===== config.mk =====
export PLATFORM = sky130hd
export DESIGN_NAME = detection_event_confirmer_flat
export DESIGN_NICKNAME = d
export VERILOG_FILES = /design/src/dec_pkg.sv /design/src/dec_stream_if.sv /design/src/dec_tracker.sv /design/src/detection_event_confirmer.sv /design/src/flat_wrapper.sv
export SDC_FILE = /design/constraint.sdc
export NUM_CORES = 1
export LEC_CHECK = 0
export BUFFER_PORTS_ARGS = -buffer_cell sky130_fd_sc_hd__buf_2
export CORE_MARGIN = 4
export CORE_UTILIZATION = 45
export CTS_BUF_LIST = sky130_fd_sc_hd__clkbuf_4
export DETAILED_ROUTE_END_ITERATION = 8
export PLACE_DENSITY = 0.71
export SLEW_MARGIN = 10
export SYNTH_ARGS = -nofsm -noshare
export SYNTH_HDL_FRONTEND = slang
export SYNTH_HIERARCHICAL = 1
export SYNTH_SLANG_ARGS = --single-unit

===== constraint.sdc =====
create_clock -name clock -period 3.55 [get_ports clock]
set_input_delay 0.5325 -clock clock [delete_from_list [all_inputs] [get_ports clock]]
set_output_delay 0.5325 -clock clock [all_outputs]
set_load 0.1 [all_outputs]

===== src/dec_pkg.sv =====
`timescale 1ns / 1ps

package dec_pkg;

   // Class codes shared by the decision logic and the result payload.
   typedef logic [1:0] class_type;
   localparam class_type CLS_NOISE    = 2'd0;
   localparam class_type CLS_KNOCK    = 2'd1;
   localparam class_type CLS_DOORBELL = 2'd2;
   localparam class_type CLS_NONE     = 2'd3;

   // An event code carries the confirmed class; zero means no event.
   localparam class_type EVT_NONE = 2'd0;

   // Control register indexes and port widths.
   localparam int CSR_INDEX_W = 2;
   localparam int CSR_DATA_W  = 16;
   localparam logic [CSR_INDEX_W-1:0] CSR_THRESHOLD = 2'd0;
   localparam logic [CSR_INDEX_W-1:0] CSR_CONFIRM   = 2'd1;
   localparam logic [CSR_INDEX_W-1:0] CSR_TOLERANCE = 2'd2;

   typedef logic [7:0] run_type;
   localparam run_type RUN_MAX = 8'hFF;

   typedef struct packed {
      logic        is_silence;
      logic [15:0] prob_noise;
      logic [15:0] prob_knock;
      logic [15:0] prob_doorbell;
   } req_type;

   typedef struct packed {
      class_type   event_res;
      class_type   top_class;
      logic [15:0] confidence;
   } rsp_type;

   typedef struct packed {
      logic [15:0] detect_threshold;
      logic [7:0]  confirm_needed;
      logic [5:0]  noise_allowance;
   } cfg_type;

   localparam logic [15:0] THRESHOLD_RESET = 16'd32768;
   localparam logic [7:0]  CONFIRM_RESET   = 8'd2;
   localparam logic [5:0]  TOLERANCE_RESET = 6'd5;

   function automatic run_type sat_inc(run_type v);
      return (v == RUN_MAX) ? v : v + 8'd1;
   endfunction

endpackage


===== src/dec_stream_if.sv =====
`timescale 1ns / 1ps

interface dec_stream_if #(
   parameter type payload_type = logic
) ();
   logic        valid;
   logic        ready;
   payload_type payload;

   modport source (output valid, output payload, input ready);
   modport sink   (input valid, input payload, output ready);
endinterface


===== src/dec_tracker.sv =====
`timescale 1ns / 1ps

module dec_tracker (
   input  logic             clock,
   input  logic             reset,
   input  logic             advance,
   input  dec_pkg::req_type item,
   input  dec_pkg::cfg_type cfg,
   output dec_pkg::rsp_type result
);
   import dec_pkg::*;

   class_type   last_class_ff, last_class_in;
   run_type     confirm_run_ff, confirm_run_in;
   run_type     noise_run_ff, noise_run_in;
   run_type     uncertain_run_ff, uncertain_run_in;

   class_type   top;
   class_type   event_code;
   logic [15:0] best;
   logic [15:0] conf;
   run_type     noise_inc;
   run_type     uncertain_inc;
   logic [6:0]  uncertain_limit;

   always_comb begin
      last_class_in    = last_class_ff;
      confirm_run_in   = confirm_run_ff;
      noise_run_in     = noise_run_ff;
      uncertain_run_in = uncertain_run_ff;
      event_code       = EVT_NONE;

      // Ties go to the lower class index, so only a strictly larger value wins.
      top  = CLS_NOISE;
      best = item.prob_noise;
      if (item.prob_knock > item.prob_noise) begin
         top  = CLS_KNOCK;
         best = item.prob_knock;
      end
      if (item.prob_doorbell > best) begin
         top  = CLS_DOORBELL;
         best = item.prob_doorbell;
      end
      conf = best;

      noise_inc       = sat_inc(noise_run_ff);
      uncertain_inc   = sat_inc(uncertain_run_ff);
      uncertain_limit = {cfg.noise_allowance, 1'b0};

      if (item.is_silence) begin
         top              = CLS_NOISE;
         conf             = '0;
         noise_run_in     = noise_inc;
         uncertain_run_in = '0;
         if (noise_inc > {2'b00, cfg.noise_allowance}) begin
            last_class_in  = CLS_NOISE;
            confirm_run_in = '0;
         end
      end else if (top == CLS_NOISE) begin
         noise_run_in = noise_inc;
         if (noise_inc > {2'b00, cfg.noise_allowance}) begin
            last_class_in  = CLS_NOISE;
            confirm_run_in = '0;
         end
      end else if (conf < cfg.detect_threshold) begin
         uncertain_run_in = uncertain_inc;
         if (uncertain_inc > {1'b0, uncertain_limit}) begin
            last_class_in    = CLS_NONE;
            confirm_run_in   = '0;
            uncertain_run_in = '0;
         end
      end else begin
         noise_run_in     = '0;
         uncertain_run_in = '0;
         if (top == last_class_ff) begin
            confirm_run_in = sat_inc(confirm_run_ff);
         end else begin
            last_class_in  = top;
            confirm_run_in = 8'd1;
         end
         if (confirm_run_in >= cfg.confirm_needed) begin
            event_code = top;
         end
      end

      result.event_res  = event_code;
      result.top_class  = top;
      result.confidence = conf;
   end

   always_ff @(posedge clock) begin
      if (reset) begin
         last_class_ff    <= CLS_NONE;
         confirm_run_ff   <= '0;
         noise_run_ff     <= '0;
         uncertain_run_ff <= '0;
      end else if (advance) begin
         last_class_ff    <= last_class_in;
         confirm_run_ff   <= confirm_run_in;
         noise_run_ff     <= noise_run_in;
         uncertain_run_ff <= uncertain_run_in;
      end
   end

endmodule


===== src/detection_event_confirmer.sv =====
`timescale 1ns / 1ps

// Confirms knock and doorbell detections from a stream of classifier verdicts.
// The block takes one verdict per clock cycle while req_if.ready is high and
// returns exactly one result beat for each, in order: a verdict is held in the
// input register, then the decision and run-counter update settle into a
// two-entry result buffer. req_if.ready depends only on registered state and
// drops only while both result buffer entries are held and a verdict waits.
// Control registers may be written only while no verdict is in flight.
module detection_event_confirmer (
   input  logic                              clock,
   input  logic                              reset,
   dec_stream_if.sink                        req_if,
   dec_stream_if.source                      rsp_if,
   input  logic                              csr_wr_en,
   input  logic [dec_pkg::CSR_INDEX_W-1:0]   csr_index,
   input  logic [dec_pkg::CSR_DATA_W-1:0]    csr_wdata
);
   import dec_pkg::*;

   cfg_type cfg_ff;

   logic    in_valid_ff;
   req_type in_item_ff;

   logic    head_valid_ff, head_valid_in;
   logic    skid_valid_ff, skid_valid_in;
   rsp_type head_ff, head_in;
   rsp_type skid_ff, skid_in;

   rsp_type result;
   logic    advance;
   logic    pop;
   logic    req_beat;

   always_ff @(posedge clock) begin
      if (reset) begin
         cfg_ff.detect_threshold <= THRESHOLD_RESET;
         cfg_ff.confirm_needed   <= CONFIRM_RESET;
         cfg_ff.noise_allowance  <= TOLERANCE_RESET;
      end else if (csr_wr_en) begin
         unique case (csr_index)
            CSR_THRESHOLD: cfg_ff.detect_threshold <= csr_wdata;
            CSR_CONFIRM:   cfg_ff.confirm_needed   <= csr_wdata[7:0];
            CSR_TOLERANCE: cfg_ff.noise_allowance  <= csr_wdata[5:0];
            default: ;
         endcase
      end
   end

   // The verdict moves on whenever the result buffer has a free entry.
   assign advance      = in_valid_ff && !(head_valid_ff && skid_valid_ff);
   assign req_if.ready = !in_valid_ff || advance;
   assign req_beat     = req_if.valid && req_if.ready;
   assign pop          = head_valid_ff && rsp_if.ready;

   always_ff @(posedge clock) begin
      if (reset) begin
         in_valid_ff <= 1'b0;
      end else if (req_if.ready) begin
         in_valid_ff <= req_if.valid;
      end
   end

   always_ff @(posedge clock) begin
      if (req_beat) begin
         in_item_ff <= req_if.payload;
      end
   end

   dec_tracker u_tracker (
      .clock   (clock),
      .reset   (reset),
      .advance (advance),
      .item    (in_item_ff),
      .cfg     (cfg_ff),
      .result  (result)
   );

   // A new result can only arrive while the skid entry is empty.
   always_comb begin
      head_valid_in = head_valid_ff;
      skid_valid_in = skid_valid_ff;
      head_in       = head_ff;
      skid_in       = skid_ff;
      if (pop) begin
         if (skid_valid_ff) begin
            head_in       = skid_ff;
            skid_valid_in = 1'b0;
         end else begin
            head_valid_in = advance;
            head_in       = result;
         end
      end else if (advance) begin
         if (!head_valid_ff) begin
            head_valid_in = 1'b1;
            head_in       = result;
         end else begin
            skid_valid_in = 1'b1;
            skid_in       = result;
         end
      end
   end

   always_ff @(posedge clock) begin
      if (reset) begin
         head_valid_ff <= 1'b0;
         skid_valid_ff <= 1'b0;
      end else begin
         head_valid_ff <= head_valid_in;
         skid_valid_ff <= skid_valid_in;
      end
   end

   always_ff @(posedge clock) begin
      head_ff <= head_in;
      skid_ff <= skid_in;
   end

   assign rsp_if.valid   = head_valid_ff;
   assign rsp_if.payload = head_ff;

endmodule


===== src/flat_wrapper.sv =====
// flat-port wrapper written by rule: the top's interface ports become plain ports
module detection_event_confirmer_flat import dec_pkg::*;
  (clock, reset, csr_wr_en, csr_index, csr_wdata, req_if_valid, req_if_payload, req_if_ready, rsp_if_valid, rsp_if_payload, rsp_if_ready);
  dec_stream_if req_if_i ();
  dec_stream_if rsp_if_i ();
  input  logic clock;
  input  logic reset;
  input  logic csr_wr_en;
  input  logic [dec_pkg::CSR_INDEX_W-1:0] csr_index;
  input  logic [dec_pkg::CSR_DATA_W-1:0] csr_wdata;
  input wire logic [$bits(req_if_i.valid)-1:0] req_if_valid;
  input wire logic [$bits(req_if_i.payload)-1:0] req_if_payload;
  output wire logic [$bits(req_if_i.ready)-1:0] req_if_ready;
  output wire logic [$bits(rsp_if_i.valid)-1:0] rsp_if_valid;
  output wire logic [$bits(rsp_if_i.payload)-1:0] rsp_if_payload;
  input wire logic [$bits(rsp_if_i.ready)-1:0] rsp_if_ready;
  assign req_if_i.valid = req_if_valid;
  assign req_if_i.payload = req_if_payload;
  assign req_if_ready = req_if_i.ready;
  assign rsp_if_valid = rsp_if_i.valid;
  assign rsp_if_payload = rsp_if_i.payload;
  assign rsp_if_i.ready = rsp_if_ready;
  detection_event_confirmer u_core (.clock(clock), .reset(reset), .req_if(req_if_i), .rsp_if(rsp_if_i), .csr_wr_en(csr_wr_en), .csr_index(csr_index), .csr_wdata(csr_wdata));
endmodule

==> Word-level counts from Yosys, hierarchy flattened <==
Index checks and enable logic that the tools add are counted.
{ "op_classes": {"add_sub_neg": 0, "mul": 0, "div": 0, "order_cmp": 1, "n_eq_ne": 2, "n_shift": 0, "n_mux": 8, "bitwise_logic": 1, "n_reduce_logical": 13} }
{ "op_table": {"columns": ["operator", "count"], "rows": [
  ["two-way mux 1 bit", 8],
  ["AND reduction 2 bit", 3],
  ["logical AND 1 bit", 4],
  ["inequality test 2 bit, second input constant", 2],
  ["AND reduction 3 bit", 1],
  ["zero test 1 bit", 2],
  ["nonzero test 2 bit", 1],
  ["OR reduction 2 bit", 1],
  ["greater-than comparator 1 bit, second input constant", 1],
  ["logical OR 1 bit", 1],
  ["NOT 1 bit", 1]
]} }
{ "word_totals": {"register_bits": 6, "latchBits": 0, "ramBits": 0, "rom_bits": 0, "input_bits": 24, "memories": 0} }

==> Logic depth before layout (Yosys ltp) <==
Gate-level depths: netlist (run 1).
{ "logic_depth": {"word_depth": 5, "depth_mapped": 19, "mapped_depth_nobuf": 16} }

==> Cells and area by module <==
Netlist (run 1), hierarchy kept.
{ "modules_own_cells": {"columns": ["module", "instances", "cells_each", "area_per_inst_um2", "seq_area_each_um2"], "rows": [
  ["dec_tracker", 1, 504, 3796.1, 520.5],
  ["detection_event_confirmer", 1, 152, 1326.3, 750.7]
]} }

==> Worst setup path after synthesis (run 1) <==
OpenSTA, ideal clock, no wires.
{ "synth_timing": {"path_type": "register -> register", "from": "register u_core/u_tracker/noise_run_ff[3] (netlist name)", "to": "register u_core/u_tracker/confirm_run_ff[6] (netlist name)", "arrival_time_ns": 3.134, "path_slack_ns": 0.358, "stages_incl_launch_ff": 17, "n_path_buf": 1, "path_cell_list": "dfxtp_1 > clkbuf_1 > nand4_1 > inv_1 > and2_1 > nand3_1 > and4_1 > xor2_1 > ha_1 > a21o_1 > a221o_1 > a21oi_1 > a41oi_1 > nor3_1 > nand2_1 > a21oi_4 > o22a_1"} }

==> Worst setup path in the final report (run 1) <==
{ "layout_timing": {"from": "register u_core.head_valid_ff (netlist: u_core/rsp_if.valid)", "to": "output req_if_ready"} }
{ "layout_via": {"elab_chain_cells": 4} }
{ "layout_rtl": {"columns": ["item", "line", "source"], "rows": [
  ["from (decl)", "detection_event_confirmer.sv:26", "logic head_valid_ff, head_valid_in;"],
  ["from (signal assigned)", "detection_event_confirmer.sv:110", "head_valid_ff <= head_valid_in;"],
  ["logical AND 1 bit", "detection_event_confirmer.sv:52", "assign advance = in_valid_ff && !(head_valid_ff && skid_valid_ff);"],
  ["zero test 1 bit", "detection_event_confirmer.sv:52", null],
  ["logical AND 1 bit", "detection_event_confirmer.sv:52", null],
  ["logical OR 1 bit", "detection_event_confirmer.sv:53", "assign req_if.ready = !in_valid_ff || advance;"],
  ["to (decl)", "flat_wrapper.sv:13", "output wire logic [$bits(req_if_i.ready)-1:0] req_if_ready;"]
]} }
Every way passes these cells.

==> results_dict.tcl, run 1 <==
set metrics [dict create \
    overflow 0 \
    place_area_um2 1540 \
    antenna_found_initial 0 \
    nets 291 \
    cp-end-kind "primary output" \
    cts_sinks 6 \
    avgViaCountPerCell 4.30 \
    start_kind "register" \
    worstHoldStart "req_if_payload" \
    whs_endpoint "u_core/in_item_ff[0]" \
    crit_type "register to primary output" \
    yosysWarnings 6 \
    clock_skew_ns 0.00215 \
    grt_first_pass_wirelength_mm 3.90 \
    post-cts-setup-buffer-count 0 \
    reg2regPathDepth 9 \
    grt_pass1_vias 1040 \
    io_buffers 7 \
    reg2reg_slack_ns 1.84 \
    hold_path_depth 1 \
    cts_tree "done" \
    final_cell_mix "conb_1, ha_1, a21oi_1" \
    start_util_pct 49.3 \
    root_buffer "clkbuf_4" \
    syn_inst 169 \
    htree_num_levels 1 \
    maxCapViolCount 0 \
    drtPass1Iterations 3 \
    gp_congestion 0.744 \
    hold_class "primary input to register" \
    timing.final.crit_share_pct 49.0 \
    wire_per_inst_um 7.72 \
    stdcell_count 264 \
    syn2layout_area_growth_pct 23.8 \
    worstPathArrival_ns 1.21 \
    preCtsSetupSlack_ns 1.84 \
    die-area_um2 3720 \
    p_leak_nw 0.826 \
    ant_nets 0 \
    die_x_um 61.0 \
    die_h_um 61.0 \
    path_clk_slew_ns 0.05 \
    grt_max_degree 32 \
    fmax_mhz 575 \
    syn_area_um2 1260 \
    min_period_ns 1.74 \
    layout_commonest_cell "conb_1" \
    placed_cells 260 \
    rows 18 \
    cts.repair.resized 0 \
    drt_wl_total_mm 2.04 \
    grt_setup_unrepaired "false" \
    grt_usage_pct 13.4 \
    cts_buffers 3 \
    drive_gt1_share_pct 8.12 \
    pwr_density_cell_nw_per_um2 222 \
    vias 1134 \
    r2r_start "u_core/in_item_ff[0]" \
    drc 0 \
    crit_required_ns 3.02 \
    rr_endpoint "u_core/rsp_if.payload" \
    worstPathMaxFanout 8 \
    setup_violations 0 \
    peakVddDrop_uv 271 \
    holdBufCountCts 0 \
    syn-mean-instance-area_um2 7.48 \
    cts_buffer_depth 2 \
    fin_tns_setup_ns 0 \
    io_pins 27 \
    core_um2 2570 \
    dpl.hpwl_mm 1.83 \
    clkLatencyLatePin_ns 0.25 \
    design_area_um2 1570 \
    status "finished, final reports clean" \
    setup_ws_ns 1.81 \
    hold_ws_ns 0.469 \
    antennaDiodeCount 0 \
    drtIter0Drc 24 \
    final_hold_viol_count 0 \
    slew_viol_final 0 \
]
## stage by stage
step                      utilization, %  total power, mW
after floorplan                        -            0.249
after global routing                61.0            0.394
final                               61.0            0.348
after CTS                           61.0            0.327
after detailed placement            59.8            0.248
after global placement              59.8            0.247
## where the power goes
group	internal, mW	switching [mW]	total, mW	leakage (nW)
sequential	0.0773	0.00286	0.0802	0.0533
combinational	0.0774	0.112	0.190	0.754
clock	0.0504	0.0275	0.0779	0.0184
## worst max-delay path, stage by stage (launching register included)
cell,delay [ns]
dfxtp_1,0.37
nand3_1,0.15
buf_2,0.44
## how the worst max path moves through the flow
stage,start,slack [ns],endpoint
4_1_cts,u_core/rsp_if.valid,1.80,req_if_ready
3_5_place_dp,u_core/in_item_ff[0],1.84,u_core/rsp_if.payload
6_report,u_core/rsp_if.valid,1.81,req_if_ready
3_3_place_gp,u_core/in_item_ff[0],1.86,u_core/rsp_if.payload
2_1_floorplan,u_core/rsp_if.valid,0.79,u_core/in_item_ff[0]
5_1_grt,u_core/in_item_ff[0],1.63,u_core/rsp_if.payload
## registers in the layout (all words and copies together) (netlist names)
| name | flops |
|---|---|
| u_core/in_item_ff | 1 |
| u_core/in_valid_ff | 1 |
| u_core/rsp_if.payload | 1 |
| u_core/rsp_if.valid | 1 |
| u_core/skid_ff | 1 |
| u_core/skid_valid_ff | 1 |
## layout make-up
class                      instances  area [µm²]
multi-input combinational        197        1240
fill                             261        1000
sequential                         6         150
inverter                          20        75.1
tap                               30        37.5
timing repair buffer               7        35.0
clock buffer                       4        30.0
## routing by layer
layer	vias to the layer above	wire, µm	track usage, %
met5	-	0	0
met3	0	18	2.52
met1	476	1020	17.0
met2	5	998	23.9
met4	0	0	1.86
li1	653	-	-
Note: power is estimated with default switching activity, not from simulation.
==> run 2, diff against run 1 <==
--- a/config.mk
+++ b/config.mk
@@ -5,6 +5,7 @@
 export SDC_FILE = /design/constraint.sdc
 export NUM_CORES = 1
 export LEC_CHECK = 0
+export ABC_AREA = 1
 export BUFFER_PORTS_ARGS = -buffer_cell sky130_fd_sc_hd__buf_2
 export CORE_MARGIN = 4
 export CORE_UTILIZATION = 45
==> constraint.sdc (replaced) <==
create_clock -name clock -period 1.7 [get_ports clock]
set_input_delay 0.255 -clock clock [delete_from_list [all_inputs] [get_ports clock]]
set_output_delay 0.255 -clock clock [all_outputs]
set_load 0.1 [all_outputs]
==> run 2 against run 1 <==
Register-to-register slack worse by 1.7 ns. First-iteration DRC count down 17%. Clock-buffer cell count stayed put. Routed wire length shrank 2.3%. Critical path depth grew 8. Synthesized cell count increased by 14%. Critical endpoint is now u_core/rsp_if.payload. Combinational power up 110%. Final cell count up 11%. Hold slack worse by 0.29 ns. Sequential cell count stayed put.
==> results_dict.tcl, run 2 <==
set metrics [dict create \
    status "finished, final reports clean" \
    met2_length_um 921 \
    overflow 0 \
    hold_path_depth 2 \
    drt_wl_total_mm 1.99 \
    hold_class "primary input to register" \
    cts.repair.resized 0 \
    min_period_ns 1.57 \
    max_stage_delay_ns 0.37 \
    die_h_um 60.8 \
    ant_nets 0 \
    io_buffers 7 \
    nets 319 \
    reg2reg_slack_ns 0.13 \
    setup_violations 0 \
    worstPathMaxFanout 2 \
    vias 1190 \
    die_x_um 60.8 \
    r2r_start "u_core/in_item_ff[0]" \
    avgViaCountPerCell 4.08 \
    syn_area_um2 1260 \
    grt_pass1_vias 1024 \
    syn_inst 192 \
    fin_tns_setup_ns 0 \
    path_cells "inv_1 > ha_1 > nand4_2 > nand2_4 > inv_2 > nand2_2 > a21oi_1 > o21bai_1 > inv_1 > nor2_1" \
    yosysWarnings 6 \
    htree_num_levels 1 \
    start_kind "register" \
    worstPathArrival_ns 1.68 \
    wl_met1_um 996 \
    setup_ws_ns 0.130 \
    io_pins 27 \
    grt_usage_pct 13.0 \
    whs_endpoint "u_core/rsp_if.valid" \
    antennaDiodeCount 0 \
    root_buffer "clkbuf_4" \
    grt_max_degree 32 \
    maxCapViolCount 0 \
    fmax_mhz 637 \
    crit_type "register to register" \
    routed.top_layer "met4" \
    clkLatencyLatePin_ns 0.25 \
    dr_wl_met3_um 56 \
    p_leak_nw 0.987 \
    path_clk_slew_ns 0.05 \
    holdBufCountCts 0 \
    core_um2 2570 \
    die-area_um2 3700 \
    post-cts-setup-buffer-count 0 \
    drtIter0Drc 20 \
    worstHoldStart "reset" \
    cts_tree "done" \
    preCtsSetupSlack_ns 0.146 \
    drive_gt1_share_pct 9.92 \
    reg2regPathDepth 10 \
    rr_endpoint "u_core/rsp_if.payload" \
    pwr_density_cell_nw_per_um2 460 \
    dpl.hpwl_mm 1.81 \
    grt_setup_unrepaired "false" \
    rows 18 \
    peakVddDrop_uv 624 \
    wire_per_inst_um 6.82 \
    cts_sinks 6 \
    final_hold_viol_count 0 \
    slew_viol_final 0 \
    syn2layout_area_growth_pct 26.9 \
    drtPass1Iterations 4 \
    crit_top_cell "inv_1" \
    clock_skew_ns 0.000230 \
    start_util_pct 48.9 \
    layout_commonest_cell "conb_1" \
    cts_buffers 3 \
    gp_congestion 0.752 \
    cp-end-kind "register" \
    cp_slowest_cell "edfxtp_1" \
    syn-mean-instance-area_um2 6.54 \
    grt_first_pass_wirelength_mm 3.78 \
    crit_required_ns 1.81 \
    drc 0 \
    timing.final.crit_share_pct 92.3 \
    antenna_found_initial 0 \
    cts_buffer_depth 2 \
    final_cell_mix "conb_1, nand2_1, ha_1" \
]
-- run 2: critical path: cells and delay by family (launching register included) --
kind / cells / cell delay (ns)
flip-flops: 1 / 0.37
AND/OR/NAND/NOR: 4 / 0.31
adder cells (fa/ha/maj): 1 / 0.30
AO/OA/AOI/OAI: 2 / 0.30
buffers and inverters: 3 / 0.16
-- run 2: layer usage --
| layer | GRT usage, % | vias to the layer above |
|---|---|---|
| met5 | 0 | - |
| met4 | 2.79 | 0 |
| li1 | - | 709 |
| met3 | 1.28 | 2 |
| met2 | 22.4 | 11 |
| met1 | 17.4 | 468 |
-- run 2: worst max-delay path by stage --
stage | startpoint | to | slack [ns] | cells after the start
after floorplan | u_core/rsp_if.valid | u_core/in_item_ff[0] | 0.11 | 3
after global placement | u_core/in_item_ff[0] | u_core/rsp_if.payload | 0.20 | 10
after detailed placement | u_core/in_item_ff[0] | u_core/rsp_if.payload | 0.15 | 10
after CTS | u_core/in_item_ff[0] | u_core/rsp_if.payload | 0.13 | 10
after global routing | u_core/in_item_ff[0] | u_core/rsp_if.payload | 0.07 | 10
final | u_core/in_item_ff[0] | u_core/rsp_if.payload | 0.13 | 10
-- run 2: final cells by class --
| cell class | count | area (µm²) |
|---|---|---|
| clock buffers | 4 | 30.0 |
| flip-flops and latches | 6 | 151 |
| repair buffers | 7 | 35.0 |
| fillers | 296 | 973 |
| inverters | 31 | 116 |
| well taps | 30 | 37.5 |
| multi-input cells | 214 | 1220 |
-- run 2: power by group --
group / switching (mW) / internal [mW] / total, mW
sequential: 0.00754 / 0.162 / 0.170
clock: 0.0618 / 0.106 / 0.167
combinational: 0.245 / 0.152 / 0.397
total: 0.314 / 0.419 / 0.734
-- run 2: per-stage QoR --
stage / cell area, µm² / cells / hold slack (ns) / power [mW] / utilization (%)
2_1_floorplan: 1510 / 255 / 0.317 / 0.510 / -
3_3_place_gp: 1560 / 288 / 0.431 / 0.517 / 60.9
3_5_place_dp: 1560 / 288 / 0.434 / 0.521 / 60.9
4_1_cts: 1590 / 292 / 0.166 / 0.693 / 62.1
5_1_grt: 1590 / 292 / 0.170 / 0.827 / 62.1
6_report: 1590 / 292 / 0.179 / 0.734 / 62.1
